File: config.mk
export PLATFORM = sky130hd
export DESIGN_NAME = bfaq_seq
export DESIGN_NICKNAME = d
export VERILOG_FILES = /design/src/design/bfaq_pkg.sv /design/src/design/bfaq_seq.sv
export SDC_FILE = /design/constraint.sdc
export NUM_CORES = 1
export LEC_CHECK = 0
export BUFFER_PORTS_ARGS = -buffer_cell sky130_fd_sc_hd__buf_4
export CORE_AREA = 8 8 265 165
export CTS_BUF_LIST = sky130_fd_sc_hd__clkbuf_8
export CTS_CLUSTER_SIZE = 8
export DETAILED_ROUTE_END_ITERATION = 8
export DIE_AREA = 0 0 273 173
export PLACE_DENSITY_LB_ADDON = 0.12
export SLEW_MARGIN = 0
export SYNTH_ARGS = -nofsm -noshare
export SYNTH_HDL_FRONTEND = slang
export SYNTH_SLANG_ARGS = --single-unit
File: constraint.sdc
create_clock -name clk -period 12.25 [get_ports clk]
set_input_delay 1.225 -clock clk [delete_from_list [all_inputs] [get_ports clk]]
set_output_delay 1.225 -clock clk [all_outputs]
set_load 0.05 [all_outputs]
File: src/design/bfaq_pkg.sv
package bfaq_pkg;

    // Store size and derived widths.
    localparam int MAX_BITS     = 65536;
    localparam int MAX_HASHES   = 16;
    localparam int KEY_W        = 64;
    localparam int BIT_COUNT_W  = 17;
    localparam int HASH_COUNT_W = 5;
    localparam int CFG_DATA_W   = 17;
    localparam int CFG_IDX_W    = 1;
    localparam int MOD_W        = $clog2(MAX_BITS + 1);
    localparam int IDX_W        = $clog2(MAX_BITS);

    // Width for comparing the configured bit count against the store size.
    localparam int CMP_W = (MOD_W > BIT_COUNT_W) ? MOD_W : BIT_COUNT_W;

    // The store is kept as rows of ROW_W bits.
    localparam int ROW_W  = 64;
    localparam int BIT_AW = $clog2(ROW_W);
    localparam int ROWS   = (MAX_BITS + ROW_W - 1) / ROW_W;
    localparam int ROW_AW = (ROWS > 1) ? $clog2(ROWS) : 1;

    // The modulo unit retires DIGIT_W dividend bits per cycle.
    localparam int DIGIT_W   = 2;
    localparam int DIV_STEPS = KEY_W / DIGIT_W;
    localparam int CNT_W     = (DIV_STEPS > 1) ? $clog2(DIV_STEPS) : 1;

    localparam logic [KEY_W-1:0] MIX_CONST = 64'h9e3779b97f4a7c15;

    // Configuration register indexes and reset values.
    localparam logic [CFG_IDX_W-1:0]    REG_BIT_COUNT  = 1'd0;
    localparam logic [CFG_IDX_W-1:0]    REG_HASH_COUNT = 1'd1;
    localparam logic [BIT_COUNT_W-1:0]  BIT_COUNT_RST  = 17'd65536;
    localparam logic [HASH_COUNT_W-1:0] HASH_COUNT_RST = 5'd4;

    // Opcodes.
    localparam logic OP_ADD   = 1'b0;
    localparam logic OP_QUERY = 1'b1;

    typedef enum logic [2:0] {
        SEQ_CLEAR,
        SEQ_IDLE,
        SEQ_MIX,
        SEQ_HASH,
        SEQ_DIV,
        SEQ_READ,
        SEQ_CHECK,
        SEQ_DONE
    } seq_state_t;

    typedef struct packed {
        logic              rd;
        logic              wr;
        logic [ROW_AW-1:0] addr;
        logic [ROW_W-1:0]  wdata;
    } store_req_t;

endpackage

File: src/design/bfaq_seq.sv
module bfaq_seq
    import bfaq_pkg::*;
(
    input  logic                    clk,
    input  logic                    rst_n,
    input  logic                    in_valid,
    output logic                    in_stall,
    input  logic                    opcode,
    input  logic [KEY_W-1:0]        key_digest,
    input  logic [MOD_W-1:0]        eff_mod,
    input  logic [HASH_COUNT_W-1:0] eff_k,
    output logic                    res_valid,
    output logic                    res_present,
    input  logic                    res_ready,
    output logic                    div_start,
    output logic [KEY_W-1:0]        div_dividend,
    output logic [MOD_W-1:0]        div_mod,
    input  logic                    div_done,
    input  logic [IDX_W-1:0]        div_index,
    output store_req_t              store_req,
    input  logic [ROW_W-1:0]        store_rdata,
    input  logic                    store_ready
);

    seq_state_t              state_reg;
    seq_state_t              state_next;
    logic                    op_reg;
    logic [KEY_W-1:0]        d_reg;
    logic [KEY_W-1:0]        base_reg;
    logic [MOD_W-1:0]        m_reg;
    logic [HASH_COUNT_W-1:0] k_reg;
    logic [HASH_COUNT_W-1:0] seed_reg;
    logic [HASH_COUNT_W-1:0] seed_inc;
    logic                    present_reg;
    logic                    accept;
    logic                    hit;
    logic [ROW_AW-1:0]       row_addr;
    logic [BIT_AW-1:0]       bit_sel;

    assign accept   = (state_reg == SEQ_IDLE) && in_valid;
    assign seed_inc = seed_reg + 1'b1;
    assign row_addr = ROW_AW'(div_index >> BIT_AW);
    assign bit_sel  = div_index[BIT_AW-1:0];
    assign hit      = store_rdata[bit_sel];

    // Next state.
    always_comb
    begin
        state_next = state_reg;
        case (state_reg)
            SEQ_CLEAR:
            begin
                if (store_ready)
                begin
                    state_next = SEQ_IDLE;
                end
            end
            SEQ_IDLE:
            begin
                if (in_valid)
                begin
                    state_next = SEQ_MIX;
                end
            end
            SEQ_MIX:
            begin
                state_next = (k_reg == '0) ? SEQ_DONE : SEQ_HASH;
            end
            SEQ_HASH:
            begin
                state_next = SEQ_DIV;
            end
            SEQ_DIV:
            begin
                if (div_done)
                begin
                    state_next = SEQ_READ;
                end
            end
            SEQ_READ:
            begin
                state_next = SEQ_CHECK;
            end
            SEQ_CHECK:
            begin
                if ((op_reg == OP_QUERY) && !hit)
                begin
                    state_next = SEQ_DONE;
                end
                else if (seed_inc == k_reg)
                begin
                    state_next = SEQ_DONE;
                end
                else
                begin
                    state_next = SEQ_HASH;
                end
            end
            SEQ_DONE:
            begin
                if (res_ready)
                begin
                    state_next = SEQ_IDLE;
                end
            end
            default:
            begin
                state_next = SEQ_IDLE;
            end
        endcase
    end

    always_ff @(posedge clk or negedge rst_n)
    begin
        if (!rst_n)
        begin
            state_reg <= SEQ_CLEAR;
        end
        else
        begin
            state_reg <= state_next;
        end
    end

    // Outputs per state.
    always_comb
    begin
        in_stall        = (state_reg != SEQ_IDLE);
        div_start       = 1'b0;
        res_valid       = 1'b0;
        store_req.rd    = 1'b0;
        store_req.wr    = 1'b0;
        store_req.addr  = row_addr;
        store_req.wdata = store_rdata | (ROW_W'(1) << bit_sel);
        case (state_reg)
            SEQ_HASH:
            begin
                div_start = 1'b1;
            end
            SEQ_READ:
            begin
                store_req.rd = 1'b1;
            end
            SEQ_CHECK:
            begin
                store_req.wr = (op_reg == OP_ADD);
            end
            SEQ_DONE:
            begin
                res_valid = 1'b1;
            end
            default:
            begin
                div_start = 1'b0;
            end
        endcase
    end

    assign res_present  = (op_reg == OP_QUERY) && present_reg;
    assign div_dividend = d_reg ^ (base_reg + KEY_W'(seed_reg));
    assign div_mod      = m_reg;

    // Word registers: the key mix is built in two adds, then one per seed.
    always_ff @(posedge clk)
    begin
        if (accept)
        begin
            op_reg      <= opcode;
            d_reg       <= key_digest;
            base_reg    <= (key_digest << 6) + (key_digest >> 2);
            m_reg       <= eff_mod;
            k_reg       <= eff_k;
            seed_reg    <= '0;
            present_reg <= 1'b1;
        end
        else if (state_reg == SEQ_MIX)
        begin
            base_reg <= base_reg + MIX_CONST;
        end
        else if (state_reg == SEQ_CHECK)
        begin
            seed_reg <= seed_inc;
            if ((op_reg == OP_QUERY) && !hit)
            begin
                present_reg <= 1'b0;
            end
        end
    end

    // The store is never touched while its clearing pass runs.
    a_no_access_in_clear: assert property (@(posedge clk) disable iff (!rst_n)
        (store_req.rd || store_req.wr) |-> store_ready)
        else $error("store accessed during clearing pass");

    // Every hashed seed is below the latched hash count.
    a_seed_range: assert property (@(posedge clk) disable iff (!rst_n)
        (state_reg == SEQ_HASH) |-> (seed_reg < k_reg))
        else $error("seed beyond hash count");

    // A query never writes the store.
    a_query_no_write: assert property (@(posedge clk) disable iff (!rst_n)
        (state_reg == SEQ_CHECK) && (op_reg == OP_QUERY) |-> !store_req.wr)
        else $error("query wrote the store");

endmodule

Word-level counts from Yosys, hierarchy flattened
Index checks and enable logic that the tools add are counted.

operators by class
  add/subtract/negate cells = 4
  magnitude comparators = 1
  equality and inequality tests = 13
  shift-type cells = 1
  mux-type cells = 16
  bitwise operators = 4
  reductions and logical operators = 10

operator list
  operator                  count
  $mux W64                  2
  $add A64 B5 Y64           1
  $add A64 B62 Y64          1
  $add A64 B64 Y64 const B  1
  $or A64 B64 Y64           1
  $shl A1 B6 Y64 const A    1
  $xor A64 B64 Y64          1
  $pmux W3 S8               1
  $mux W3                   7
  $eq A3 B3 Y1 const B      4
  $ne A2 B2 Y1 const B      4
  $lt A6 B7 Y1 const B      1
  $bmux W1 S6               1
  $eq A3 B2 Y1 const B      2
  $add A5 B1 Y5 const B     1
  $eq A5 B5 Y1              1
  $logic_not A5 Y1          1
  $mux W1                   5
  $reduce_and A4 Y1         1
  $eq A3 B1 Y1 const B      1
  $logic_and A1 B1 Y1       3
  $logic_not A3 Y1          1
  $ne A3 B1 Y1 const B      1
  $reduce_and A3 Y1         1
  other kinds (4)           5

storage, ports and cells
  register bits = 160
  input port bits = 173
  logic and storage cells = 57

Longest topological paths before layout
  depth in word-level cells = 6
  depth in mapped cells = 12
  depth with buffers taken out = 12

Worst setup path before layout
No wires, ideal clock.

  path kind = input to register
  start point = input in_valid
  end point = register base_reg[39] (data pin)
  setup time = 0.395 ns
  arrival time = 4.691 ns
  required time = 11.855 ns
  slack = 7.164 ns
  stages = 7
  buffers on the path = 3
  cell sequence = inv_1 > or2_2 > clkbuf_1 > inv_1 > clkbuf_1 > clkbuf_1 > a21oi_1

between the ends
  cells in the longest elaborated chain, start to end = 2

RTL lines
  what                  line             source
  from (decl)           bfaq_seq.sv:6    input logic in_valid,
  $logic_and A1 B1 Y1   bfaq_seq.sv:40   assign accept = (state_reg == SEQ_IDLE) && in_valid;
  net accept            bfaq_seq.sv:35   logic accept;
  $mux W64              bfaq_seq.sv:166  if (accept)
  to (signal assigned)  bfaq_seq.sv:170  base_reg <= (key_digest << 6) + (key_digest >> 2);
  to (signal assigned)  bfaq_seq.sv:178  base_reg <= base_reg + MIX_CONST;
  to (decl)             bfaq_seq.sv:29   logic [KEY_W-1:0] base_reg;

The timed path passes the listed nets, and every way through them passes these cells.
A chain may end at the register's enable or synchronous reset.

Worst setup path in the final report
  start point = register base_reg[1]
  end point = output div_dividend[63]

between the ends
  cells in the longest elaborated chain, start to end = 2

RTL lines
  what              line             source
  $add A64 B5 Y64   bfaq_seq.sv:160  assign div_dividend = d_reg ^ (base_reg + KEY_W'(seed_reg));
  $xor A64 B64 Y64  bfaq_seq.sv:160
  to (decl)         bfaq_seq.sv:16   output logic [KEY_W-1:0] div_dividend,

No other way between the ends.

==> flow_summary_export.csv <==
group,metric,value,unit
clock_tree,path_clk_slew,0.10,ns
final_layout,areaGrowthSynthToFinish,22.0,%
sta,max_freq,0.180,GHz
sta,rsz0062_at_grt,"false",
synth,yosysSeqAreaShare,34.5,%
sta,setup_viol,0,
final_layout,fin_area,16700,um^2
synth,synth_area_per_cell,9.13,um^2
min_path,hold_path_end,"present_reg",
worst_setup_path,crit_required,11.02,ns
worst_setup_path,crit_arrival,4.33,ns
clock_tree,cts.sink_count,160,
worst_setup_path,max_stage_delay,0.75,ns
min_path,hold_start,"present_reg",
floorplan,initial_core_util,34.5,%
placed_design,gp_congestion,0.933,
sta,fin_skew,0.0244,ns
clock_tree,cts_hold_buf,0,
floorplan,die_y,173,um
floorplan,die_area,47200,um^2
synth,synth-async-reset-ratio,1.88,%
detailed_routing,totalWireLength,54.7,mm
synth,synthFlopType,"edfxtp_1",
sta,hold_violations,0,
synth,synth_edf_count,151,
sta,worst_pin_slew,1.22,ns
floorplan,num_rows,57,
min_path,whs_path_depth,2,
detailed_routing,ant_nets,0,
synth,yosysWarnings,0,
sta,maxSlewViolCount,0,
clock_tree,cts-buffers-inserted,17,
global_routing,grt_pass1_wl,81.1,mm
placed_design,hpwl,44.3,mm
worst_setup_path,timing.rr.end,"base_reg[63]",
synth,synthCells,1503,
final_layout,finalNetCount,1984,
detailed_routing,drt-initial-drc-count,1515,
global_routing,grt_pass1_vias,12300,
synth,synth_nets,1745,
placed_design,io_buffers,313,
detailed_routing,vias,12900,
sta,min_period,5.56,ns
run,maxCapViolCount,0,
floorplan,fp.dieW,273,um
clock_tree,cts_tree,"built",
synth,yosysTopAreaCellShare,33.0,%
power_and_ir_drop,vdd_drop_max,144,uV
worst_setup_path,path_class,"flip-flop to output pin",
clock_tree,postCtsSetupBuffers,0,
synth,netlist_top_cells_area,"edfxtp_1, xnor2_1, ha_1",
detailed_routing,first_pass_iters,5,
detailed_routing,viasPerCell,5.62,
worst_setup_path,ff2ff_path_depth,9,
min_path,min_path_type,"flip-flop to flip-flop",
global_routing,grt_use_total,22.3,%
status,status,"complete, no violations",
detailed_routing,avgRoutedWirePerCell,23.9,um
sta,slew_headroom,17.7,%
worst_setup_path,worst_path_most_repeated_cell,"a21o_1",
global_routing,grt_max_degree,80,
worst_setup_path,path_buf_inv,1,
synth,synth_area_leader_cell,"edfxtp_1",
sta,holdWs,0.451,ns
clock_tree,clock_latency,0.48,ns
worst_setup_path,path_cells,"ha_1 -> a21o_1 -> a21o_1 -> a21o_1 -> a21o_1 -> nand4_1 -> nor4_1 -> nand4_1 -> nor4_1 -> xnor2_1 -> buf_4",
floorplan,core-area,39800,um^2
global_routing,grt_overflow,0,
worst_setup_path,cp_slowest_cell,"nor4_1",
worst_setup_path,crit_path_end_kind,"output pin",
clock_tree,cts-root-buf,"clkbuf_8",
final_layout,drive_above_1_share,22.1,%
synth,syn-cell-area,13700,um^2
floorplan,io_pins,334,
worst_setup_path,r2r_setup_slack,8.20,ns
global_routing,antenna_found_initial,2,
placed_design,place_area,16400,um^2
sta,setup_tns,0,ns
detailed_routing,drc_errors,0,
synth,synth.distinct_cells,70,
clock_tree,clock_path_buffers,2,
worst_setup_path,critPathMaxFanout,7,
sta,fin_crit_sh,45.4,%
power_and_ir_drop,power_density,203,nW/um^2
clock_tree,cts-resized-gates,0,
synth,ys_ff_latch,160,
worst_setup_path,path_delay_family,"simple AND/OR/NAND/NOR gates",
worst_setup_path,start_kind,"flip-flop",
worst_setup_path,r2r_start,"base_reg[1]",
power_and_ir_drop,p_leak,6.71,nW
clock_tree,htree_levels,4,
routing by layer:
| layer | track usage (%) | wire length [um] | vias up |
|---|---|---|---|
| li1 | - | - | 5977 |
| met1 | 34.6 | 26800 | 6292 |
| met2 | 30.8 | 22300 | 567 |
| met3 | 5.62 | 5070 | 28 |
| met4 | 3.52 | 556 | 0 |
| met5 | 0 | 0 | - |
how the worst max path moves through the flow:
stage                  start               end  slack [ns]  depth (start not counted)
3_5_place_dp   key_digest[0]      base_reg[48]        7.17                         12
5_1_grt          base_reg[1]  div_dividend[63]        6.36                         11
3_3_place_gp     base_reg[1]  div_dividend[63]        7.25                         11
4_1_cts          base_reg[1]  div_dividend[63]        6.67                         11
2_1_floorplan       in_valid      base_reg[39]        7.16                          7
6_report         base_reg[1]  div_dividend[63]        6.69                         11
synth_stat cells (14+ instances only):
library cell	n
o21ai_0	70
nand3_1	51
nand4_1	32
nand2_1	142
nor3_1	33
nor2_1	108
o21bai_1	29
a21o_1	81
ha_1	67
o211ai_1	16
nand2b_1	14
clkbuf_1	80
a21oi_1	104
edfxtp_1	151
a31oi_1	16
xnor2_1	152
o31ai_1	14
mux4_2	21
inv_1	32
xor2_1	86
and2_1	14
nor4_1	14
and3_1	20
logic make-up after synthesis:
logic type      count (synthesis)  share of synthesized area, %
buf+inv                       129                          3.87
fa+ha+maj                      69                          6.40
compound gates                391                          18.7
mux                            33                          4.32
xor+xnor                      238                          15.2
simple gates                  483                          17.1
flops                         160                          34.5
cell type report:
class	instances	area, um^2
clock inverters	15	144
diodes	1	2.50
fillers	4004	23000
clock buffers	17	234
inverters	32	125
repair buffers	317	2380
well taps	531	664
flip-flops and latches	160	4730
multi-input cells	1214	8470
per-stage QoR:
| step | total power [mW] | setup slack [ns] | cells | util [%] |
|---|---|---|---|---|
| after floorplan | 2.38 | 7.16 | 1503 | - |
| after global placement | 2.99 | 7.25 | 2254 | 41.1 |
| after CTS | 3.40 | 6.67 | 2286 | 42.1 |
| after global routing | 3.58 | 6.36 | 2287 | 42.1 |
| final | 3.40 | 6.69 | 2287 | 42.1 |
| after detailed placement | 2.99 | 7.17 | 2254 | 41.1 |
report_power, final:
group	switching (mW)	leakage [nW]	internal, mW
Sequential	0.222	1.47	0.824
Clock	0.227	0.194	0.180
Combinational	1.28	5.05	0.672
cell usage in the layout (no fill, tap or decap), types with 29 or more instances in the layout:
master    netlist  final
inv_1          32     33
ha_1           67     67
nor2_1        108    108
edfxtp_1      151    151
nor3_1         33     33
o21bai_1       29     29
buf_4          10    317
xor2_1         86     86
nand4_1        32     32
nand2_1       142    141
o21ai_0        70     70
nand3_1        51     51
a21o_1         81     81
xnor2_1       152    152
a21oi_1       104    104
tightest hold or removal path, cell delays in order, from the launching register on:
cell     delay [ns]
dfxtp_1        0.33
nand2_1        0.05
nand2_1        0.04
No activity file was read; power rests on OpenSTA's default activity.
