**src/design/bfaq_pkg.sv**
```systemverilog
package bfaq_pkg;

    // Store size and derived widths.
    localparam int MAX_BITS     = 65536;
    localparam int MAX_HASHES   = 16;
    localparam int KEY_W        = 64;
    localparam int BIT_COUNT_W  = 17;
    localparam int HASH_COUNT_W = 5;
    localparam int CFG_DATA_W   = 17;
    localparam int CFG_IDX_W    = 1;
    localparam int MOD_W        = $clog2(MAX_BITS + 1);
    localparam int IDX_W        = $clog2(MAX_BITS);

    // Width for comparing the configured bit count against the store size.
    localparam int CMP_W = (MOD_W > BIT_COUNT_W) ? MOD_W : BIT_COUNT_W;

    // The store is kept as rows of ROW_W bits.
    localparam int ROW_W  = 64;
    localparam int BIT_AW = $clog2(ROW_W);
    localparam int ROWS   = (MAX_BITS + ROW_W - 1) / ROW_W;
    localparam int ROW_AW = (ROWS > 1) ? $clog2(ROWS) : 1;

    // The modulo unit retires DIGIT_W dividend bits per cycle.
    localparam int DIGIT_W   = 2;
    localparam int DIV_STEPS = KEY_W / DIGIT_W;
    localparam int CNT_W     = (DIV_STEPS > 1) ? $clog2(DIV_STEPS) : 1;

    localparam logic [KEY_W-1:0] MIX_CONST = 64'h9e3779b97f4a7c15;

    // Configuration register indexes and reset values.
    localparam logic [CFG_IDX_W-1:0]    REG_BIT_COUNT  = 1'd0;
    localparam logic [CFG_IDX_W-1:0]    REG_HASH_COUNT = 1'd1;
    localparam logic [BIT_COUNT_W-1:0]  BIT_COUNT_RST  = 17'd65536;
    localparam logic [HASH_COUNT_W-1:0] HASH_COUNT_RST = 5'd4;

    // Opcodes.
    localparam logic OP_ADD   = 1'b0;
    localparam logic OP_QUERY = 1'b1;

    typedef enum logic [2:0] {
        SEQ_CLEAR,
        SEQ_IDLE,
        SEQ_MIX,
        SEQ_HASH,
        SEQ_DIV,
        SEQ_READ,
        SEQ_CHECK,
        SEQ_DONE
    } seq_state_t;

    typedef struct packed {
        logic              rd;
        logic              wr;
        logic [ROW_AW-1:0] addr;
        logic [ROW_W-1:0]  wdata;
    } store_req_t;

endpackage

```
**src/design/bfaq_div.sv**
```systemverilog
module bfaq_div
    import bfaq_pkg::*;
(
    input  logic             clk,
    input  logic             rst_n,
    input  logic             start,
    input  logic [KEY_W-1:0] dividend,
    input  logic [MOD_W-1:0] modulus,
    output logic             done,
    output logic [IDX_W-1:0] remainder
);

    logic [KEY_W-1:0] dvd_reg;
    logic [MOD_W-1:0] rem_reg;
    logic [MOD_W-1:0] mod_reg;
    logic [MOD_W-1:0] rem_next;
    logic [CNT_W-1:0] cnt_reg;
    logic             busy_reg;
    logic             done_reg;

    // One restoring step: bring in one dividend bit, subtract the modulus if it fits.
    function automatic logic [MOD_W-1:0] mod_step(
        input logic [MOD_W-1:0] r,
        input logic             b,
        input logic [MOD_W-1:0] m
    );
        logic [MOD_W:0] t;
        t = {r, b};
        if (t >= {1'b0, m})
        begin
            t = t - {1'b0, m};
        end
        return t[MOD_W-1:0];
    endfunction

    // Chain of DIGIT_W steps, most significant dividend bits first.
    always_comb
    begin
        rem_next = rem_reg;
        for (int i = 0; i < DIGIT_W; i++)
        begin
            rem_next = mod_step(rem_next, dvd_reg[KEY_W-1-i], mod_reg);
        end
    end

    // Control: step counter, busy and done flags.
    always_ff @(posedge clk or negedge rst_n)
    begin
        if (!rst_n)
        begin
            busy_reg <= 1'b0;
            done_reg <= 1'b0;
            cnt_reg  <= '0;
        end
        else
        begin
            done_reg <= 1'b0;
            if (start)
            begin
                busy_reg <= 1'b1;
                cnt_reg  <= CNT_W'(DIV_STEPS - 1);
            end
            else if (busy_reg)
            begin
                cnt_reg <= cnt_reg - 1'b1;
                if (cnt_reg == '0)
                begin
                    busy_reg <= 1'b0;
                    done_reg <= 1'b1;
                end
            end
        end
    end

    // Datapath: dividend shift register and partial remainder.
    always_ff @(posedge clk)
    begin
        if (start)
        begin
            dvd_reg <= dividend;
            mod_reg <= modulus;
            rem_reg <= '0;
        end
        else if (busy_reg)
        begin
            dvd_reg <= dvd_reg << DIGIT_W;
            rem_reg <= rem_next;
        end
    end

    assign done      = done_reg;
    assign remainder = IDX_W'(rem_reg);

    // A new start never lands on a division in progress.
    a_no_restart: assert property (@(posedge clk) disable iff (!rst_n)
        start |-> !busy_reg)
        else $error("modulo unit restarted while busy");

    // A start always runs the full count.
    a_start_loads: assert property (@(posedge clk) disable iff (!rst_n)
        start |=> busy_reg && (cnt_reg == CNT_W'(DIV_STEPS - 1)))
        else $error("modulo unit did not load on start");

    // The finished remainder lies below the modulus.
    a_rem_range: assert property (@(posedge clk) disable iff (!rst_n)
        done_reg |-> (rem_reg < mod_reg))
        else $error("remainder not below modulus");

endmodule

```
**config.mk**
```make
export PLATFORM = sky130hd
export DESIGN_NAME = bfaq_div
export DESIGN_NICKNAME = d
export VERILOG_FILES = /design/src/design/bfaq_pkg.sv /design/src/design/bfaq_div.sv
export SDC_FILE = /design/constraint.sdc
export NUM_CORES = 1
export LEC_CHECK = 0
export ABC_CLOCK_PERIOD_IN_PS = 4600
export BUFFER_PORTS_ARGS = -buffer_cell sky130_fd_sc_hd__buf_2
export CORE_ASPECT_RATIO = 1.5
export CORE_MARGIN = 10
export CORE_UTILIZATION = 50
export DETAILED_ROUTE_END_ITERATION = 8
export GPL_ROUTABILITY_DRIVEN = 0
export PLACE_DENSITY_LB_ADDON = 0.15
export SYNTH_ARGS = -nofsm -noshare
export SYNTH_HDL_FRONTEND = slang
export SYNTH_SLANG_ARGS = --single-unit
```
**constraint.sdc**
```tcl
create_clock -name clk -period 4.6 [get_ports clk]
set_clock_uncertainty 0.2 [all_clocks]
set_input_delay 0.69 -clock clk [delete_from_list [all_inputs] [get_ports clk]]
set_output_delay 0.69 -clock clk [all_outputs]
set_load 0.02 [all_outputs]
```
==> Yosys cells after proc, flatten, opt, wreduce, memory -nomap -nowiden <==
Cells that the tools add are included.
{ "classes": {"add_sub_neg": 3, "order_cmp": 2, "mux": 12, "n_reduce_logical": 2} }
{ "ops": {"columns": ["operator", "n"], "rows": [
  ["64-bit 2-to-1 mux", 2],
  ["18-bit by 17-bit >= comparator with 1-bit output", 2],
  ["17-bit 2-to-1 mux", 2],
  ["17-bit subtractor", 2],
  ["5-bit 2-to-1 mux", 2],
  ["1-bit 2-to-1 mux", 6],
  ["5-bit logical NOT", 1],
  ["5-bit by 1-bit subtractor with 5-bit output (second input constant)", 1],
  ["2-bit nonzero test", 1]
]} }
{ "word_totals": {"register_bits": 105, "input_bits": 84, "output_inout_bits": 17, "word_cells": 25} }

==> Logic depth before layout (Yosys ltp) <==
Gate-level depths: netlist of run 1.
{ "logic_depth": {"ltp_word": 4, "ltp_mapped": 23, "depth_no_buf": 19} }

==> Worst setup path before layout of run 1 <==
No wires, ideal clock.
{ "synth_timing": {"path_type": "reg-to-reg", "from": "register dvd_reg[63]", "to": "register rem_reg[2]", "setup_ps": 122, "arrival_time_ps": 4297, "required_ps": 4278, "slack_ps": -19, "stages_incl_launch_ff": 22, "path_buffers": 3, "period_less_slack_ps": 4619, "cell_sequence": "edfxtp_1 > inv_1 > ha_1 > inv_1 > fa_1 > a211oi_1 > o211ai_2 > nand3_2 > a31o_4 > buf_6 > buf_4 > o21ai_0 > fa_1 > a21oi_2 > nor2_1 > nor4_2 > o32ai_1 > a211oi_4 > o21a_1 > buf_6 > nor3_1 > a311o_1"} }
{ "synth_via": {"elab_chain_len": 4, "word_cells_on_any_way": 6, "classes_between": "add/sub: 2; order compare: 2; mux: 2"} }
{ "synth_rtl": {"columns": ["element", "line_no", "source"], "rows": [
  ["start: declaration", "bfaq_div.sv:13", "logic [KEY_W-1:0] dvd_reg;"],
  ["start signal: assignment", "bfaq_div.sv:80", "dvd_reg <= dividend;"],
  ["start signal: assignment", "bfaq_div.sv:86", "dvd_reg <= dvd_reg << DIGIT_W;"],
  ["17-bit subtractor or 18-bit by 17-bit >= comparator with 1-bit output (tied branches)", "bfaq_div.sv:31, bfaq_div.sv:29", null],
  ["17-bit 2-to-1 mux (*)", "bfaq_div.sv:29", "if (t >= {1'b0, m})"],
  ["17-bit subtractor or 18-bit by 17-bit >= comparator with 1-bit output (tied branches)", "bfaq_div.sv:31, bfaq_div.sv:29", null],
  ["17-bit 2-to-1 mux (*)", "bfaq_div.sv:29", null],
  ["end signal: assignment", "bfaq_div.sv:87", "rem_reg <= rem_next;"],
  ["end: declaration", "bfaq_div.sv:14", "logic [MOD_W-1:0] rem_reg;"]
]} }
Mark *: on every way between the ends. The rest lies on a longest branch, timed or not.
A chain may end at the register's enable or synchronous reset.

==> Worst setup path in the final report of run 1 <==
{ "layout_timing": {"from": "register mod_reg[12]", "to": "register rem_reg[8]"} }
{ "layout_via": {"elab_chain_len": 4, "word_cells_on_any_way": 6, "classes_between": "add/sub: 2; order compare: 2; mux: 2"} }
{ "layout_rtl": {"columns": ["element", "line_no", "source"], "rows": [
  ["start: declaration", "bfaq_div.sv:15", "logic [MOD_W-1:0] mod_reg;"],
  ["start signal: assignment", "bfaq_div.sv:81", "mod_reg <= modulus;"],
  ["18-bit by 17-bit >= comparator with 1-bit output or 17-bit subtractor (tied branches)", "bfaq_div.sv:29, bfaq_div.sv:31", null],
  ["17-bit 2-to-1 mux", "bfaq_div.sv:29", null],
  ["17-bit subtractor or 18-bit by 17-bit >= comparator with 1-bit output (tied branches)", "bfaq_div.sv:31, bfaq_div.sv:29", null],
  ["17-bit 2-to-1 mux (*)", "bfaq_div.sv:29", null]
]} }
Marks and branches as above.

==> impl_results.md, run 1 <==
* Critical Path RT at 4.65 ns
* Placed Cells at 833
* Worst relative slew slack at 0.4732
* Status: finished, final reports clean
* Final count of hold timing violations at 0
* Crit share post-route at 0.9712
* CTS root buf: clkbuf_16
* Tmin final at 4.468 ns
* First-pass GRT wire length at 25,650 um
* Clock-pin slew on the worst setup and hold paths at 0.08 ns
* 1st-pass router iterations at 4
* Core area at 0.01245 sq mm
* Starting density of the core at 0.5078
* Dominant synthesized flop cell: edfxtp_1
* Synth warnings at 0
* Post-route setup slack at 0.1325 ns
* Die Wd at 111.8 um
* Syn avg cell area at 11.11 sq um
* Final Cell Area at 0.007796 sq mm
* Post-DR vias/cell at 5.671
* Drt total wl at 16,370 um
* Clock Latency Late Sink at 0.35 ns
* Area Growth Syn to Fin at 23.31%
* Max Freq at 0.2238 GHz
* Number of global-route vias before repair at 5,328
* Die area at 0.01764 sq mm
* FP Rows at 50
* Detailed placement HPWL at 12,260 um
* CTS tree: built
* Critical Path Start Type: flop
* Number of diodes at 0
* GRT overflow at 0
* Nets at 823
* Antenna violations before repair at 1
* Final cell count without fillers at 861
* Total power at 4.987 mW
* Synth cell count leaders: 81 x edfxtp_1, 63 x mux2_2, 57 x nand2_1
* Asr flop ratio synth at 0.06667
* Synth unique cells at 71
* Final hold slack at 0.3107 ns
* Share of layout cells above drive strength 1 at 0.4184
* CP max FO at 10
* Post-Syn Instances at 569
* Post-placement cell area at 0.007138 sq mm
* Drt drc at 0
* Die Y at 157.7 um
* Vias at 4,883
* Post-DRT Antenna Nets at 0
* Crit Path Category: reg -> reg
* Area share of the largest cell type after synthesis at 0.3847
* 1st-iter DRT viols at 295
* Setup TNS at 0 ns
* Top post-synthesis cells by area: edfxtp_1 38%, mux2_2 11%, ha_1 7.1%
* Number of I/O pins at 101
* Max reg flops at 64
* Leakage at 3.330 nW
* Final slew viol count at 0
* Post-synth EDFFs at 81
* CP arrival at 4.52 ns
* Count leader, synth: edfxtp_1
* CTS buffer count at 9
* Post-layout util at 0.6262
* Tightest Pin Transition at 0.7901 ns
* Seq/Total Area, Yosys at 0.4663
* # clock sinks at 105
* Final setup viols at 0
* IO buf count at 100
* H-tree levels at 3
* Synth Register Bits at 105
* Post-Synthesis Net Count at 691
* Drt wl/cell at 19.02 um
* Max cap viols at 0
* Peak VDD IR at 0.2719 mV
* Total track usage at 0.1795
* Area leader, netlist: edfxtp_1
* Largest net degree at the start of global routing at 65
* Crit end category: flop
* Clock buffer depth at 2
* Worst min-delay path category: in -> reg
* Pre-CTS setup slack at -0.03968 ns
* Post-synth design cell area at 0.006322 sq mm
* Cell Pwr Density at 639.7 mW/mm^2
==> where the power goes <==
part           switching (mW)  leakage (nW)  internal [mW]
Combinational            1.57          2.13           1.42
Sequential             0.0773          1.06           1.16
Clock                   0.375         0.141          0.380
==> repair_timing <==
item / CTS / global route
endpoints found under the hold margin: 7 / 0
resized for setup: 4 / 56
cloned: 0 / 2
buffers inserted: 1 / 9
pin swaps: 2 / 25
hold buffers: 1 / 0
endpoints found under the setup margin: 10 / 17
==> path summary, 6_finish.rpt <==
path,from,end,slack (ns),cells past startpoint
max,mod_reg[12],rem_reg[8],0.13,19
min,modulus[8],mod_reg[8],0.31,1
max reg2reg,mod_reg[12],rem_reg[8],0.13,19
min reg2reg,cnt_reg[1],cnt_reg[1],0.33,2
max in group asynchronous,rst_n,cnt_reg[1],3.55,2
min in group asynchronous,rst_n,done,0.50,2
==> cells in the final DEF, fill, tap and decap left out, drive strengths merged, types with 5 or more instances in the layout <==
| master | netlist | routed |
|---|---|---|
| nand2 | 60 | 60 |
| nand4 | 5 | 5 |
| nor3 | 11 | 11 |
| a311oi | 10 | 10 |
| edfxtp | 81 | 81 |
| ha | 36 | 36 |
| inv | 35 | 40 |
| xor2 | 11 | 11 |
| o21ai | 31 | 31 |
| nor2 | 33 | 33 |
| clkbuf | 12 | 10 |
| a21oi | 26 | 26 |
| dfrtp | 7 | 7 |
| nand2b | 6 | 6 |
| a211oi | 6 | 6 |
| mux2 | 63 | 63 |
| o31ai | 8 | 8 |
| xnor2 | 16 | 16 |
| nand3 | 6 | 6 |
| o21a | 6 | 6 |
| buf | 25 | 155 |
| dfxtp | 17 | 17 |
==> layout make-up <==
class	count	area (sq um)
multi-input combinational	393	3244
clock inverter	6	57.56
fill	1047	4653
timing repair buffer	157	994.7
clock buffer	9	225.2
inverter	35	131.4
sequential	105	2948
tap	156	195.2
==> cells by family after synthesis <==
logic type / synth area share
and+or+nand+nor: 0.1049
adders and majority gates: 0.07758
xor gates and xnor gates: 0.03740
DFF: 0.4663
muxes: 0.1138
buffers and inverters: 0.05878
AOI/OAI and AO/OA: 0.1413
==> worst max-delay path, stage by stage, from the launching register on <==
cell       delay, ns
edfxtp_1        0.33
inv_1           0.09
ha_1            0.40
nand4_1         0.16
nor2_2          0.21
a21oi_1         0.18
a31o_4          0.30
clkbuf_16       0.16
buf_4           0.13
o41ai_4         0.38
ha_1            0.31
nand2_1         0.12
nor2_2          0.06
buf_4           0.13
a21o_1          0.20
a211oi_4        0.27
o21a_2          0.24
buf_12          0.15
nand2_1         0.08
a311oi_2        0.27
==> per-layer routing <==
layer  track usage  routed length [um]
met1        0.1705                5633
met2        0.3500                9193
met3       0.05000                1036
met4       0.07366                 502
met5             0                   7
(Power assumes the default switching activity.)
==> run 2: changes to the inputs <==
Settings changed: CORE_MARGIN 10 to unset.
==> impl_results.md, run 2 (synthesized netlist as in run 1, its figures left out) <==
* CTS tree: built (unchanged)
* Drt total wl at 15,980 um (was 16,370 um)
* Clock Latency Late Sink at 0.35 ns (about the same)
* Area taken by multi-input logic gates at 0.003438 sq mm (was 0.003244 sq mm)
* Worst min-delay path category: in -> reg (unchanged)
* Tmin final at 4.512 ns (was 4.468 ns)
* Number of diodes at 0 (unchanged)
* Final hold slack at 0.3115 ns (was 0.3107 ns)
* Slowest cell on the critical path: fa_2 (was ha_1)
* Worst setup path start: dvd_reg[63] (was mod_reg[12])
* Register share of total power at 0.231 (was 0.248)
* Fillers at 998 (was 1,047)
* 1st-iter DRT viols at 212 (was 295)
* Sw Ratio at 0.4088 (was 0.4062)
* Most common cell after layout, fill and taps aside: buf_2 (unchanged)
* CTS root buf: clkbuf_16 (unchanged)
* Leakage at 3.435 nW (was 3.330 nW)
* Peak VDD IR at 0.2756 mV (was 0.2719 mV)
* Antenna violations before repair at 0 (was 1)
* Drt wl/cell at 18.20 um (was 19.02 um)
* First-pass GRT wire length at 24,650 um (was 25,650 um)
* Max cap viols at 0 (unchanged)
* Post-DR vias/cell at 5.735 (was 5.671)
* Die Y at 139.7 um (was 157.7 um)
* H-tree levels at 3 (unchanged)
* Core area at 0.01239 sq mm (was 0.01245 sq mm)
* Commonest cells after routing, fill and taps aside: 99 x buf_2, 81 x edfxtp_1, 64 x buf_4 (was 99 x buf_2, 81 x edfxtp_1, 62 x mux2_2)
* RSZ-0062 raised after global routing: true
* R2R setup slack at 0.09 ns (was 0.13 ns)
* CP max FO at 8 (was 10)
* Max reg flops at 64 (unchanged)
* Number of I/O pins at 101 (unchanged)
* IO buf count at 100 (unchanged)
* Final setup viols at 0 (unchanged)
* Area Growth Syn to Fin at 28.50% (was 23.31%)
* Status: finished, final reports clean (unchanged)
* GRT overflow at 0 (unchanged)
* Logic gate share of total power at 0.627 (was 0.601)
* # clock sinks at 105 (unchanged)
* Internal power at 3.169 mW (was 2.961 mW)
* Tightest Pin Transition at 0.7972 ns (was 0.7901 ns)
* Placed Cells at 840 (was 833)
* CP arrival at 4.57 ns (was 4.52 ns)
* Clock buffer depth at 2 (unchanged)
* Total track usage at 0.2432 (was 0.1795)
* Crit end category: flop (unchanged)
* FP Rows at 50 (unchanged)
* 1st-pass router iterations at 7 (was 4)
* Drt drc at 0 (unchanged)
* Power share of the clock group at 0.141 (was 0.151)
* Detailed placement HPWL at 11,490 um (was 12,260 um)
* Switching Power at 2.191 mW (was 2.026 mW)
* Cell Chain, Critical Path: inv_1 -> ha_2 -> inv_2 -> fa_2 -> a211oi_4 -> o211ai_2 -> nand3_2 -> a31o_4 -> buf_12 -> nand2_1 -> o21ai_4 -> ha_4 -> buf_6 -> nand4_1 -> nor3_2 -> a21o_1 -> a211oi_4 -> o21a_2 -> buf_6 -> nand2_2 -> a311oi_2 (was inv_1 -> ha_1 -> nand4_1 -> nor2_2 -> a21oi_1 -> a31o_4 -> clkbuf_16 -> buf_4 -> o41ai_4 -> ha_1 -> nand2_1 -> nor2_2 -> buf_4 -> a21o_1 -> a211oi_4 -> o21a_2 -> buf_12 -> nand2_1 -> a311oi_2)
* Final count of hold timing violations at 0 (unchanged)
* Final slew viol count at 0 (unchanged)
* Die Wd at 93.82 um (was 111.8 um)
* Final cell count without fillers at 878 (was 861)
* Crit Reg-Reg Startpoint: dvd_reg[63] (was mod_reg[12])
* Crit Path Category: reg -> reg (unchanged)
* Hold wc startpoint: modulus[15] (was modulus[8])
* Max Freq at 0.2216 GHz (was 0.2238 GHz)
* Starting density of the core at 0.5104 (was 0.5078)
* Critical Path RT at 4.66 ns (was 4.65 ns)
* Vias at 5,035 (was 4,883)
* Worst stage delay on the critical path at 0.43 ns (was 0.40 ns)
* Area occupied by registers at 0.002948 sq mm (unchanged)
* Die area at 0.01311 sq mm (was 0.01764 sq mm)
* Cell Pwr Density at 659.7 mW/mm^2 (was 639.7 mW/mm^2)
* Number of global-route vias before repair at 5,204 (was 5,328)
* Clock-pin slew on the worst setup and hold paths at 0.08 ns (about the same)
* Share of layout cells above drive strength 1 at 0.4626 (was 0.4184)
* Worst relative slew slack at 0.4685 (was 0.4732)
* Largest net degree at the start of global routing at 67 (was 65)
* CTS buffer count at 9 (unchanged)
* Nets at 839 (was 823)
* Critical Path Start Type: flop (unchanged)
* Crit share post-route at 0.9809 (was 0.9712)
* Post-DRT Antenna Nets at 0 (unchanged)
[run 2: cell count changes in the layout (fill, tap and decap cells not counted), sizes merged]
cell / delta
buf: +17
clkinv: +2
inv: -2
a31o: -1
clkinvlp: +1
[run 2: cell type report]
type | count | share of cell area
Inverter | 35 | 0.01617
Clock inverter | 7 | 0.007547
Tap cell | 156 | 0.02403
Clock buffer | 9 | 0.02772
Multi-Input combinational cell | 392 | 0.4232
Timing Repair Buffer | 174 | 0.1385
Sequential cell | 105 | 0.3629
[run 2: metal layers]
layer,up-vias,global-route usage,part of all wire
met5,-,0,0
met4,0,0.1053,0.046
met3,57,0.04481,0.045
met2,185,0.4541,0.55
met1,2419,0.2593,0.36
li1,2374,-,-
[run 2: power groups by stage]
stage,Clock [mW],Sequential [mW],Combinational [mW]
6_report,0.758,1.24,3.36
5_1_grt,0.803,1.25,3.59
4_1_cts,0.776,1.24,2.62
3_5_place_dp,0,1.26,2.54
3_3_place_gp,0,1.26,2.48
2_1_floorplan,0,1.23,1.79
[run 2: through the flow]
stage | power, mW | TNS (ns) | setup WS, ns | area [sq um] | utilization
after CTS | 4.633 | 0 | 0.001084 | 7512 | 0.6065
after global placement | 3.738 | 0 | 0.02460 | 7178 | 0.5795
final | 5.360 | 0 | 0.08791 | 8124 | 0.6559
after floorplan | 3.024 | 0 | 0.04178 | 6327 | -
after global routing | 5.644 | -0.7403 | -0.08710 | 8124 | 0.6559
after detailed placement | 3.801 | -1.285 | -0.1464 | 7178 | 0.5795
[run 2: path summary, 6_finish.rpt]
| check | endpoint | cells past startpoint |
|---|---|---|
| min reg2reg | rem_reg[7] | 2 |
| max reg2reg | rem_reg[4] | 21 |
| max in group asynchronous | cnt_reg[1] | 2 |
| min in group asynchronous | cnt_reg[4] | 2 |
| max | rem_reg[4] | 21 |
| min | mod_reg[15] | 1 |
[run 2: worst max-delay path: cells and delay by family, from the launching register on]
family | cells | cell delay (ns)
DFF | 1 | 0.39
buffers and inverters | 5 | 0.60
and+or+nand+nor | 5 | 0.61
AOI/OAI and AO/OA | 8 | 1.77
adders and majority gates | 3 | 0.86
[run 2: what timing repair did]
action	4_1_cts	5_1_grt
resized for setup	4	92
hold buffers	1	0
pin swaps	2	39
cloned	0	1
endpoints found under the setup margin	16	17
endpoints found under the hold margin	7	0
buffers inserted	2	18
